**src/rtl/tea_pkg.sv**
```systemverilog
// ----------------------------------------------------------------------------
// tea_pkg
// Shared types, constants and round functions for the TEA cipher unit.
// ----------------------------------------------------------------------------
package tea_pkg;

  localparam int ROUND_COUNT = 32;
  localparam int STEP_COUNT  = 2 * ROUND_COUNT;   // one cell per half-round
  localparam int WORD_W      = 32;
  localparam int KEY_WORDS   = 4;
  localparam int KEY_IDX_W   = $clog2(KEY_WORDS);

  localparam logic [WORD_W-1:0] TEA_DELTA = 32'h9E37_79B9;

  // Key register indexes
  localparam logic [KEY_IDX_W-1:0] KEY_IDX_0 = KEY_IDX_W'(0);
  localparam logic [KEY_IDX_W-1:0] KEY_IDX_1 = KEY_IDX_W'(1);
  localparam logic [KEY_IDX_W-1:0] KEY_IDX_2 = KEY_IDX_W'(2);
  localparam logic [KEY_IDX_W-1:0] KEY_IDX_3 = KEY_IDX_W'(3);

  // Operation selector
  localparam logic FUNC_ENCRYPT = 1'b0;
  localparam logic FUNC_DECRYPT = 1'b1;

  typedef logic [KEY_WORDS-1:0][WORD_W-1:0] key_t;

  // One block travelling down the cell chain
  typedef struct packed {
    logic              func;
    logic [WORD_W-1:0] y;
    logic [WORD_W-1:0] z;
  } blk_t;

  // Round mixing function of one half-round
  function automatic logic [WORD_W-1:0] mix_half(input logic [WORD_W-1:0] h,
                                                 input logic [WORD_W-1:0] sum,
                                                 input logic [WORD_W-1:0] kl,
                                                 input logic [WORD_W-1:0] kr);
    return ((h << 4) + kl) ^ (h + sum) ^ ((h >> 5) + kr);
  endfunction

  // Running sum seen by half-round step s when encrypting
  function automatic logic [WORD_W-1:0] enc_sum(input int s);
    logic [63:0] prod;
    prod = 64'(TEA_DELTA) * 64'(s / 2 + 1);
    return prod[WORD_W-1:0];
  endfunction

  // Running sum seen by half-round step s when decrypting
  function automatic logic [WORD_W-1:0] dec_sum(input int s);
    logic [63:0] prod;
    prod = 64'(TEA_DELTA) * 64'(ROUND_COUNT - s / 2);
    return prod[WORD_W-1:0];
  endfunction

endpackage

```
**src/rtl/tea_key_regs.sv**
```systemverilog
// ----------------------------------------------------------------------------
// tea_key_regs
// Holds the four 32-bit key words written through the configuration port.
// ----------------------------------------------------------------------------
module tea_key_regs
  import tea_pkg::*;
(
  input  logic                 clk,
  input  logic                 rst,
  input  logic                 cfg_we,
  input  logic [KEY_IDX_W-1:0] cfg_index,
  input  logic [WORD_W-1:0]    cfg_data,
  output key_t                 key
);

  // Key word write decode
  always_ff @(posedge clk) begin
    if (rst) begin
      key <= '0;
    end else if (cfg_we) begin
      case (cfg_index)
        KEY_IDX_0: key[0] <= cfg_data;
        KEY_IDX_1: key[1] <= cfg_data;
        KEY_IDX_2: key[2] <= cfg_data;
        KEY_IDX_3: key[3] <= cfg_data;
        default:   key    <= key;
      endcase
    end
  end

endmodule

```
**config.mk**
```make
export PLATFORM = sky130hd
export DESIGN_NAME = tea_key_regs
export DESIGN_NICKNAME = d
export VERILOG_FILES = /design/src/rtl/tea_pkg.sv /design/src/rtl/tea_key_regs.sv
export SDC_FILE = /design/constraint.sdc
export NUM_CORES = 1
export LEC_CHECK = 0
export ABC_AREA = 0
export BUFFER_PORTS_ARGS = -buffer_cell sky130_fd_sc_hd__buf_2
export CAP_MARGIN = 20
export CORE_UTILIZATION = 50
export DETAILED_ROUTE_END_ITERATION = 8
export PLACE_DENSITY = 0.79
export SYNTH_ARGS = -nofsm -noshare
export SYNTH_HDL_FRONTEND = slang
export SYNTH_SLANG_ARGS = --single-unit
```
**constraint.sdc**
```tcl
create_clock -name clk -period 1.3 [get_ports clk]
set_clock_uncertainty 0.05 [all_clocks]
set_input_delay 0.39 -clock clk [delete_from_list [all_inputs] [get_ports clk]]
set_output_delay 0.39 -clock clk [all_outputs]
set_load 0.05 [all_outputs]
```
==> results.yml <==
cts:
  cts_root_buf: "clkbuf_8"
  cts_buffers: 17
  clk_path_buf_depth: 2
  ctsHoldBuffers: 0
  clk_pin_slew_ps: 60
  cts_tree: "done"
  clock_sinks: 128
  cts_max_level: 4
  clk_latency_ps: 520
cells_and_area:
  layout.nets: 736
  post-route-util_pct: 88.9
  n_fill_cell: 395
  reg.largest.list: "key: 128 flops"
  largest_reg_flops: 128
  regArea_um2: 2730
  diodes: 0
  multiInputGateArea_um2: 2340
  fin_cells: 845
  syn_to_final_growth_pct: 71.7
  largest_register: "key"
  drive_gt1_share_pct: 58.8
setup_path:
  cp_data_arrival_time_ps: 1060
  critical_path_class: "reg2out"
  cp_top_family: "flip-flops"
  cp_max_fo: 2
  path_cells: "buf_8"
  timing.critical_path.from_type: "register"
  worstPathRequired_ps: 860
  cp_slowest_cell: "dfxtp_2"
  max_stage_delay_ps: 380
  end_kind: "output port"
  path_buf_inv: 1
floorplan:
  die_height_um: 103
  core_um2: 9770
  die_area_um2: 10500
  fp.dieW_um: 103
  row_count: 36
  start_util_pct: 51.8
  ios: 165
timing:
  timing.fmax_ghz: 0.666
  finalSetupViolations: 128
  relSlewSlack_pct: 73.2
  finalWorstPathRequiredPeriod_ps: 1500
  finalHoldViolCount: 0
  slew_violations: 0
  fin_ws_ps: -201
  fin_crit_sh_pct: 115
  worstMarginPinSlew_ps: 401
  rsz0062_at_grt: "yes"
outcome:
  violations: "negative setup slack"
  status: "complete, but fails checks"
place:
  dp_slack_ps: -172
  routabilityCongestion: 0.777
  io_buffer_count: 164
  dp_hpwl_mm: 8.11
  dp_cells: 737
route:
  route.detailed.drc: 0
  viasPerCell: 5.10
  drt_iter0_markers: 115
  firstDrtPassIters: 4
  wl_per_cell_um: 19.5
  drtAntennaViolNets: 0
  finalWirelength_mm: 16.4
  routed-via-count: 4313
logic_synthesis:
  synth.ff_latch_count: 128
  synth_xor_area_share_pct: 0
  synth_seq_area_share_pct: 50.6
  syn_area_per_cell_um2: 11.2
  synth_nets: 491
  synth_area_leader_cell: "dfxtp_1"
  yosysTopAreaCellShare_pct: 50.6
  synth_top_family_by_area: "multiplexers"
  synth_compound_area_share_pct: 0
  synth-adder-area-share_pct: 0
  synth_cells: 454
  synthSimpleGateAreaFrac_pct: 20.7
  synth_mux_area_share_pct: 25.3
  synth.top_cells.by_area: "dfxtp_1 51%, mux2i_1 25%, nand2b_1 20%"
  ys_warn_count: 0
  ys_types: 12
  syn-cell-area_um2: 5060
power_and_ir_drop:
  peakVddDrop_v: 0.000871
  power_density_nw_per_um2: 1210
  power.leakage_nw: 4.19
  finalPower_mw: 10.5
grt:
  antenna_found_initial: 0
  grt_pass1_wl_mm: 22.3
  grt_max_degree: 61
  grt_pass1_vias: 4458
  track_usage_pct: 28.8
  gr-total-overflow: 0
flow_run:
  cap_viol_max_count: 0
hold_path:
  hp-class: "in2reg"
[cell families (layout without fill, tap and decap cells)]
kind of cell | Yosys count | in the layout
flops | 128 | 128
buf+inv | 32 | 290
simple gates | 166 | 166
mux | 128 | 128
[routing by layer]
metal / track usage (%) / share of wire, %
met5: 0 / 0
met4: 17.4 / 5.4
met3: 9.63 / 5.3
met2: 52.5 / 54
met1: 28.1 / 36
[layout by cell type, fill, tap and decap left out, types with 3 or more instances in the layout]
master      instances
nand2b_1          160
mux2i_1           128
dfxtp_2           126
buf_8             121
buf_4              86
buf_2              36
clkbuf_16          16
buf_12              8
buf_6               7
clkinvlp_4          4
clkbuf_8            3
clkinv_4            3
[what timing repair did]
action                     CTS  global route
pin swaps                    0             0
setup endpoints to repair  128           128
hold endpoints to repair     0             0
buffers inserted            28            48
resized for setup          475            32
[power by group]
group / switching [mW] / leakage (nW) / internal [mW] / total [mW]
Combinational: 0.894 / 2.81 / 0.745 / 1.64
Clock: 1.81 / 0.273 / 2.84 / 4.65
Sequential: 0.136 / 1.10 / 4.09 / 4.23
Total: 2.84 / 4.19 / 7.67 / 10.5
[cells in the mapped netlist]
cell and count:
and3b_1 1, buf_2 7, buf_4 6, buf_6 3, clkbuf_1 16, dfxtp_1 128, mux2i_1 128, nand2b_1 160
nand3_1 1, nand3b_1 2, nor3b_1 1, or3b_1 1
[per-stage QoR]
stage	TNS, ps	area [um^2]	hold WS, ps
2_1_floorplan	0	5060	561
3_3_place_gp	-2450	6120	405
3_5_place_dp	-5310	6120	411
4_1_cts	-20740	8220	153
5_1_grt	-23120	8690	168
6_report	-19500	8690	164
[final cells by class]
type	count	share of cell area, %
Tap cell	133	1.91
Multi-Input combinational cell	294	26.9
Clock buffer	20	5.12
Sequential cell	128	31.4
Clock inverter	12	1.55
Timing Repair Buffer	258	33.1
[path summary, 6_finish.rpt]
check              to  slack [ps]   startpoint  cells after the start
max          key[110]        -200     key[110]                      1
min            key[9]         160  cfg_data[9]                      3
max reg2reg  key[110]         270     key[110]                      4
min reg2reg   key[59]         430      key[59]                      2
(Power assumes the default switching activity.)
