## src/rtl/tea_pkg.sv

```systemverilog
// ----------------------------------------------------------------------------
// tea_pkg
// Shared types, constants and round functions for the TEA cipher unit.
// ----------------------------------------------------------------------------
package tea_pkg;

  localparam int ROUND_COUNT = 32;
  localparam int STEP_COUNT  = 2 * ROUND_COUNT;   // one cell per half-round
  localparam int WORD_W      = 32;
  localparam int KEY_WORDS   = 4;
  localparam int KEY_IDX_W   = $clog2(KEY_WORDS);

  localparam logic [WORD_W-1:0] TEA_DELTA = 32'h9E37_79B9;

  // Key register indexes
  localparam logic [KEY_IDX_W-1:0] KEY_IDX_0 = KEY_IDX_W'(0);
  localparam logic [KEY_IDX_W-1:0] KEY_IDX_1 = KEY_IDX_W'(1);
  localparam logic [KEY_IDX_W-1:0] KEY_IDX_2 = KEY_IDX_W'(2);
  localparam logic [KEY_IDX_W-1:0] KEY_IDX_3 = KEY_IDX_W'(3);

  // Operation selector
  localparam logic FUNC_ENCRYPT = 1'b0;
  localparam logic FUNC_DECRYPT = 1'b1;

  typedef logic [KEY_WORDS-1:0][WORD_W-1:0] key_t;

  // One block travelling down the cell chain
  typedef struct packed {
    logic              func;
    logic [WORD_W-1:0] y;
    logic [WORD_W-1:0] z;
  } blk_t;

  // Round mixing function of one half-round
  function automatic logic [WORD_W-1:0] mix_half(input logic [WORD_W-1:0] h,
                                                 input logic [WORD_W-1:0] sum,
                                                 input logic [WORD_W-1:0] kl,
                                                 input logic [WORD_W-1:0] kr);
    return ((h << 4) + kl) ^ (h + sum) ^ ((h >> 5) + kr);
  endfunction

  // Running sum seen by half-round step s when encrypting
  function automatic logic [WORD_W-1:0] enc_sum(input int s);
    logic [63:0] prod;
    prod = 64'(TEA_DELTA) * 64'(s / 2 + 1);
    return prod[WORD_W-1:0];
  endfunction

  // Running sum seen by half-round step s when decrypting
  function automatic logic [WORD_W-1:0] dec_sum(input int s);
    logic [63:0] prod;
    prod = 64'(TEA_DELTA) * 64'(ROUND_COUNT - s / 2);
    return prod[WORD_W-1:0];
  endfunction

endpackage

```

## src/rtl/tea_cell.sv

```systemverilog
// ----------------------------------------------------------------------------
// tea_cell
// One half-round of TEA: updates one half of the block from the other and
// hands the block on to the next cell.
// ----------------------------------------------------------------------------
module tea_cell
  import tea_pkg::*;
(
  input  logic              clk,
  input  logic              rst,
  input  logic              in_valid,
  input  blk_t              in_blk,
  input  key_t              key,
  input  logic              odd_step,   // second half-round of a round
  input  logic [WORD_W-1:0] sum_enc,
  input  logic [WORD_W-1:0] sum_dec,
  output logic              out_valid,
  output blk_t              out_blk
);

  logic              upd_y;
  logic [WORD_W-1:0] src;
  logic [WORD_W-1:0] dst;
  logic [WORD_W-1:0] sum;
  logic [WORD_W-1:0] kl;
  logic [WORD_W-1:0] kr;
  logic [WORD_W-1:0] mix;
  logic [WORD_W-1:0] dst_next;
  blk_t              blk_next;

  // Encrypt: y on even steps, z on odd. Decrypt runs the other way round.
  always_comb begin
    upd_y    = (in_blk.func == odd_step);
    src      = upd_y ? in_blk.z : in_blk.y;
    dst      = upd_y ? in_blk.y : in_blk.z;
    kl       = upd_y ? key[0] : key[2];
    kr       = upd_y ? key[1] : key[3];
    sum      = (in_blk.func == FUNC_DECRYPT) ? sum_dec : sum_enc;
    mix      = mix_half(src, sum, kl, kr);
    dst_next = (in_blk.func == FUNC_DECRYPT) ? dst - mix : dst + mix;
    blk_next = in_blk;
    if (upd_y) begin
      blk_next.y = dst_next;
    end else begin
      blk_next.z = dst_next;
    end
  end

  // Stage registers: valid is control, block is payload
  always_ff @(posedge clk) begin
    if (rst) begin
      out_valid <= 1'b0;
    end else begin
      out_valid <= in_valid;
    end
  end

  always_ff @(posedge clk) begin
    out_blk <= blk_next;
  end

endmodule

```

## config.mk

```make
export PLATFORM = sky130hd
export DESIGN_NAME = tea_cell
export DESIGN_NICKNAME = d
export VERILOG_FILES = /design/src/rtl/tea_pkg.sv /design/src/rtl/tea_cell.sv
export SDC_FILE = /design/constraint.sdc
export NUM_CORES = 1
export LEC_CHECK = 0
export BUFFER_PORTS_ARGS = -buffer_cell sky130_fd_sc_hd__clkbuf_2
export CORE_AREA = 3 3 168 170
export CTS_CLUSTER_DIAMETER = 100
export DETAILED_ROUTE_END_ITERATION = 8
export DIE_AREA = 0 0 171 173
export PLACE_DENSITY = 0.66
export SYNTH_ARGS = -nofsm -noshare
export SYNTH_HDL_FRONTEND = slang
export SYNTH_SLANG_ARGS = --single-unit
```

## constraint.sdc

```tcl
create_clock -name clk -period 13.25 [get_ports clk]
set_input_delay 0.6625 -clock clk [delete_from_list [all_inputs] [get_ports clk]]
set_output_delay 0.6625 -clock clk [all_outputs]
set_load 0.005 [all_outputs]
```

==> flow_summary.json, run 1 <==
{
  "arrival_ns": 8.65,
  "grt_antenna_before_repair": 0,
  "maxSlewViolCount": 0,
  "synth_fa_ha_area_share_pct": 13.79,
  "critPathLaunchType": "input port",
  "core-area_mm2": 0.02688,
  "place_hpwl_mm": 33.99,
  "synth-xor-area-share_pct": 17.98,
  "p_per_area_mw_per_mm2": 234.4,
  "row_count": 60,
  "syn_nets": 1991,
  "cpPeakStageDelay_ns": 0.64,
  "hold_depth": 2,
  "vdd_ir_drop_max_mv": 0.1152,
  "ys_types": 86,
  "fp.dieH_um": 173,
  "cts_buffers": 9,
  "drive_gt1_share_pct": 21.91,
  "via_per_inst": 5.538,
  "synth-async-reset-ratio_pct": 0,
  "grt_setup_unrepaired": "false",
  "dr.pass1.iters": 6,
  "p_total_mw": 3.142,
  "hold_start": "rst",
  "cts_buffer_depth": 2,
  "cts_tree": "done",
  "synth_enable_flop_cells": 0,
  "hold_viol_final": 0,
  "dp_cells": 2225,
  "muxShareOfSynthArea_pct": 5.134,
  "drv_cap": 0,
  "cts_setup_buffers": 0,
  "io_pins": 327,
  "n_antenna_cell": 0,
  "register_area_mm2": 0.001321,
  "status": "completed",
  "root_buffer": "clkbuf_16",
  "htree_levels": 3,
  "grt_util_all_layers_pct": 25.92,
  "synth_compound_area_share_pct": 22.27,
  "drc": 0,
  "ys_seq_area_share_pct": 11.79,
  "period_needed_ns": 8.488,
  "cts.sinks": 66,
  "fmax_mhz": 117.8,
  "cpMostUsedCell": "a21oi_1",
  "path_clk_slew_ns": 0.05,
  "ant_nets": 0,
  "port_buffers": 326,
  "ctsHoldBuffers": 0,
  "die_w_um": 171,
  "syn_area_mm2": 0.01121,
  "place_congestion": 0.9804,
  "critPathSlowestCell": "buf_4",
  "ys.flop_type": "dfxtp_1",
  "slew_headroom_pct": 45.84,
  "required_ns": 13.42,
  "start_util_pct": 41.71,
  "holdCritPathClass": "input port to flip-flop",
  "crit_fanout": 67,
  "worstSetupPathType": "input port to flip-flop",
  "multiInputGateArea_mm2": 0.009532,
  "grt_max_degree": 91,
  "syn_to_final_growth_pct": 19.55,
  "fillers": 2738,
  "wire_per_inst_um": 17.83,
  "p_leak_nw": 6.679,
  "worst_pin_slew_ns": 0.8123,
  "final_util_pct": 49.87,
  "finalSetupViolCount": 0,
  "hold_end": "out_valid",
  "finalWirelength_mm": 39.93,
  "final_nets": 2276,
  "grt_overflow": 0,
  "grt_first_pass_wirelength_mm": 61.60,
  "tns_ns": 0,
  "fin_crit_sh_pct": 64.06,
  "end_kind": "flip-flop",
  "dr.first_iter.drc_count": 1156,
  "ys_seq_elements": 66,
  "via_count": 12404,
  "postSynthCellCount": 1610,
  "synthSimpleGateAreaFrac_pct": 25.75,
  "grt_pass1_vias": 11442,
  "layoutNonFillerInstCount": 2240,
  "synth_top_family_by_area": "simple AND/OR/NAND/NOR gates",
  "syn_avg_cell_area_um2": 6.963,
  "post_cts_resized": 0,
  "die_area_mm2": 0.02958,
  "yosys_warnings": 0
}
## critical path, delay by kind of cell
family	cells	cell delay, ns
fa+ha+maj	2	0.73
compound gates	12	2.81
buf+inv	3	1.56
xor+xnor	5	0.99
simple gates	9	1.83
## cells by family after synthesis
group / count (synthesis)
AO/OA/AOI/OAI: 395
multiplexers: 50
buffers and inverters: 91
AND/OR/NAND/NOR: 661
adder cells (fa/ha/maj): 123
XOR/XNOR: 224
flip-flops: 66
## metal layers
layer  vias up  wire [um]  GRT usage (%)
li1       6183          -              -
met1      5633      18840          39.03
met2       532      16880          38.79
met3        56       3452          3.818
met4         0        761          5.835
met5         -          0              0
## power by group
part	internal [mW]	switching, mW	leakage, nW
registers	0.316	0.0279	0.556
clock network	0.174	0.0826	0.156
logic	1.06	1.48	5.97
## flip-flops by register name, indices dropped and copies added, names as in the netlist
signal / flops
out_blk: 65
out_valid: 1
## layout by cell type, fill, tap and decap left out, types with 20 or more instances in the layout
cell	Yosys	routed
inv_1	33	33
nand2_1	418	418
nand3_1	27	27
xnor2_1	169	169
a21o_1	36	36
clkbuf_2	1	325
nor2_1	84	84
o21ai_0	111	111
dfxtp_1	66	66
a21oi_1	119	119
ha_1	118	118
mux2_2	30	30
nor2b_1	20	20
xor2_1	51	51
## how the worst max path moves through the flow
stage	end	depth (start not counted)	start	slack (ns)
after detailed placement	out_blk[63]	32	in_blk[64]	4.50
final	out_blk[60]	31	in_blk[64]	4.76
after CTS	out_blk[63]	32	in_blk[64]	4.83
after global routing	out_blk[60]	31	in_blk[64]	3.80
after global placement	out_blk[60]	31	in_blk[64]	4.65
after floorplan	out_blk[28]	33	in_blk[64]	5.99
## stage by stage
stage	hold WS (ns)	cell area [um^2]	setup slack [ns]
final	0.4903	13400	4.762
after detailed placement	0.8225	13080	4.498
after floorplan	0.6902	11210	5.993
after global placement	0.8181	13080	4.655
after CTS	0.4811	13400	4.833
after global routing	0.4869	13400	3.804
## Yosys cell counts (11+ instances only)
master      n  area [um^2]
nand2_1   418         1569
a21oi_1   119        595.6
o31ai_1    11        82.58
o21ai_0   111        555.5
a31oi_1    18        112.6
xnor2_1   169         1480
nor2_1     84        315.3
inv_1      33        123.9
and3_1     13        81.33
dfxtp_1    66         1321
a21o_1     36        270.3
ha_1      118         1476
nand4_1    12        75.07
nand3_1    27        135.1
mux2_2     30        337.8
nor2b_1    20        125.1
mux2i_1    17        170.2
xor2_1     51        446.7
clkbuf_1   44        165.2
nor3_1     13        65.06
nand2b_1   15        93.84
and2_1     13        81.33
o21a_1     12        90.09
## layout make-up
cell class | count | area share [%]
Multi-Input combinational cell | 1453 | 71.12
Timing Repair Buffer | 332 | 12.53
Sequential cell | 66 | 9.858
Tap cell | 341 | 3.183
Clock buffer | 13 | 1.942
Inverter | 33 | 0.9242
Clock inverter | 2 | 0.4481
No activity file was read; power rests on OpenSTA's default activity.
==> run 2, diff against run 1 <==
--- a/config.mk
+++ b/config.mk
@@ -5,12 +5,12 @@
 export SDC_FILE = /design/constraint.sdc
 export NUM_CORES = 1
 export LEC_CHECK = 0
+export ABC_AREA = 1
 export BUFFER_PORTS_ARGS = -buffer_cell sky130_fd_sc_hd__clkbuf_2
-export CORE_AREA = 3 3 168 170
+export CORE_AREA = 3 3 186 188
 export CTS_CLUSTER_DIAMETER = 100
 export DETAILED_ROUTE_END_ITERATION = 8
-export DIE_AREA = 0 0 171 173
-export PLACE_DENSITY = 0.66
+export DIE_AREA = 0 0 189 191
 export SYNTH_ARGS = -nofsm -noshare
 export SYNTH_HDL_FRONTEND = slang
 export SYNTH_SLANG_ARGS = --single-unit
==> constraint.sdc (replaced) <==
create_clock -name clk -period 8.21 [get_ports clk]
set_input_delay 0.4105 -clock clk [delete_from_list [all_inputs] [get_ports clk]]
set_output_delay 0.4105 -clock clk [all_outputs]
set_load 0.005 [all_outputs]
==> flow_summary.json, run 2 <==
{
  "pre_cts_ws_ns": 0.5395,
  "internal_power_mw": 1.849,
  "port_buffers": 326,
  "yosys_warnings": 0,
  "layoutNonFillerInstCount": 3320,
  "ys_seq_elements": 66,
  "grt_setup_unrepaired": "false",
  "critPathBufInv": 4,
  "cts.sinks": 66,
  "wire_per_inst_um": 18.00,
  "hold_end": "out_valid",
  "syn_to_final_growth_pct": 17.49,
  "postSynthCellCount": 2556,
  "place_hpwl_mm": 53.04,
  "largest_reg_flops": 65,
  "cp-startpoint": "in_blk[64]",
  "syn_nets": 2937,
  "slew_headroom_pct": 37.17,
  "io_pins": 327,
  "start_util_pct": 41.54,
  "p_leak_nw": 9.461,
  "grt_antenna_before_repair": 0,
  "syn_area_mm2": 0.01382,
  "critPathSlowestCell": "a21boi_0",
  "finalSetupViolCount": 0,
  "cts_buffer_depth": 2,
  "root_buffer": "clkbuf_16",
  "pwr-share-seq_pct": 13.0,
  "final_nets": 3249,
  "end_kind": "flip-flop",
  "drive_gt1_share_pct": 16.26,
  "top_register": "out_blk",
  "swShare_pct": 54.68,
  "cpPeakStageDelay_ns": 0.54,
  "htree_levels": 3,
  "final_cell_mix": "nand2_1 (1015), clkbuf_2 (326), inv_1 (305)",
  "timing.hold.ws_ns": 0.2449,
  "finalWorstSetupSlack_ns": 0.7798,
  "required_ns": 8.42,
  "status": "completed",
  "placed_area_mm2": 0.01596,
  "dr.first_iter.drc_count": 1295,
  "core-area_mm2": 0.03328,
  "tns_ns": 0,
  "ys.flop_type": "dfxtp_1",
  "grt_util_all_layers_pct": 31.85,
  "via_per_inst": 5.263,
  "crit_fanout": 38,
  "row_count": 67,
  "grt_first_pass_wirelength_mm": 89.00,
  "synth-async-reset-ratio_pct": 0,
  "synth_enable_flop_cells": 0,
  "fmax_mhz": 134.6,
  "cts_buffers": 9,
  "synth.most_common_cell": "nand2_1",
  "final_util_pct": 48.81,
  "pwr-share-clk_pct": 9.0,
  "syn_avg_cell_area_um2": 5.409,
  "cpMostUsedCell": "nand2_1",
  "critPathLaunchType": "input port",
  "worst_pin_slew_ns": 0.9326,
  "fp.dieH_um": 191,
  "ant_nets": 0,
  "hold_start": "rst",
  "synth.area.top_cells": "nand2_1 (28%), ha_1 (11%), dfxtp_1 (9.6%)",
  "fin_area_mm2": 0.01624,
  "worstSetupPathType": "input port to flip-flop",
  "path_clk_slew_ns": 0.05,
  "hold_viol_final": 0,
  "synth_common_cells": "nand2_1 (1015), inv_1 (305), nand3_1 (188), nor2_1 (181), o21ai_0 (137)",
  "post_cts_resized": 0,
  "n_antenna_cell": 0,
  "pwr-share-comb_pct": 78.1,
  "holdCritPathClass": "input port to flip-flop",
  "arrival_ns": 7.64,
  "ctsHoldBuffers": 0,
  "grt_pass1_vias": 16326,
  "grt_overflow": 0,
  "layout_commonest_cell": "nand2_1",
  "grt_max_degree": 61,
  "cts_setup_buffers": 0,
  "dp_cells": 3305,
  "place_congestion": 1.007,
  "p_per_area_mw_per_mm2": 251.3,
  "ys_seq_area_share_pct": 9.557,
  "hold_depth": 2,
  "drv_cap": 0,
  "yosysTopAreaCell": "nand2_1",
  "cts_tree": "done",
  "crit_family": "simple AND/OR/NAND/NOR gates",
  "netlist.area_leader.share_pct": 27.56,
  "period_needed_ns": 7.430,
  "ys_types": 57,
  "fin_crit_sh_pct": 90.50,
  "via_count": 17472,
  "finalWirelength_mm": 59.76,
  "p_switching_mw": 2.232,
  "drc": 0,
  "top_regs": "out_blk: 65 flops, out_valid: 1 flops",
  "dr.pass1.iters": 5,
  "vdd_ir_drop_max_mv": 0.1666,
  "maxSlewViolCount": 0,
  "cp.depth": 33,
  "die_area_mm2": 0.03610,
  "die_w_um": 189,
  "p_total_mw": 4.081
}
## run 2: power groups by stage
stage	Clock, mW	Combinational, mW	Sequential (mW)
final	0.366	3.19	0.529
after CTS	0.374	3.14	0.531
after global routing	0.386	3.57	0.543
after detailed placement	0	3.13	0.536
after floorplan	0	2.13	0.555
after global placement	0	3.11	0.533
## run 2: kinds of logic after synthesis
group | synth area share, %
mux | 0.3620
compound gates | 12.94
simple gates | 48.76
xor+xnor | 6.788
flops | 9.557
buf+inv | 10.62
fa+ha+maj | 10.97
## run 2: worst max-delay path by stage
stage	to	slack, ns
detailed placement	out_blk[26]	0.54
CTS	out_blk[26]	0.87
finish	out_blk[26]	0.78
floorplan	out_blk[58]	2.25
global route	out_blk[26]	0.14
global placement	out_blk[26]	0.56
## run 2: layout make-up
cell class	instances	area [um^2]
fillers	3703	17040
multi-input cells	2127	11040
repair buffers	353	1859
flip-flops and latches	66	1321
inverters	311	1175
well taps	448	560.5
clock buffers	12	246.5
clock inverters	3	40.04
## run 2: metal layers
metal  vias up  share of wire [%]  track usage, %
li1       8834                  -               -
met1      7912                 45           42.39
met2       627                 46           54.29
met3        99                5.9           2.659
met4         0                3.5           10.71
met5         -                  0               0
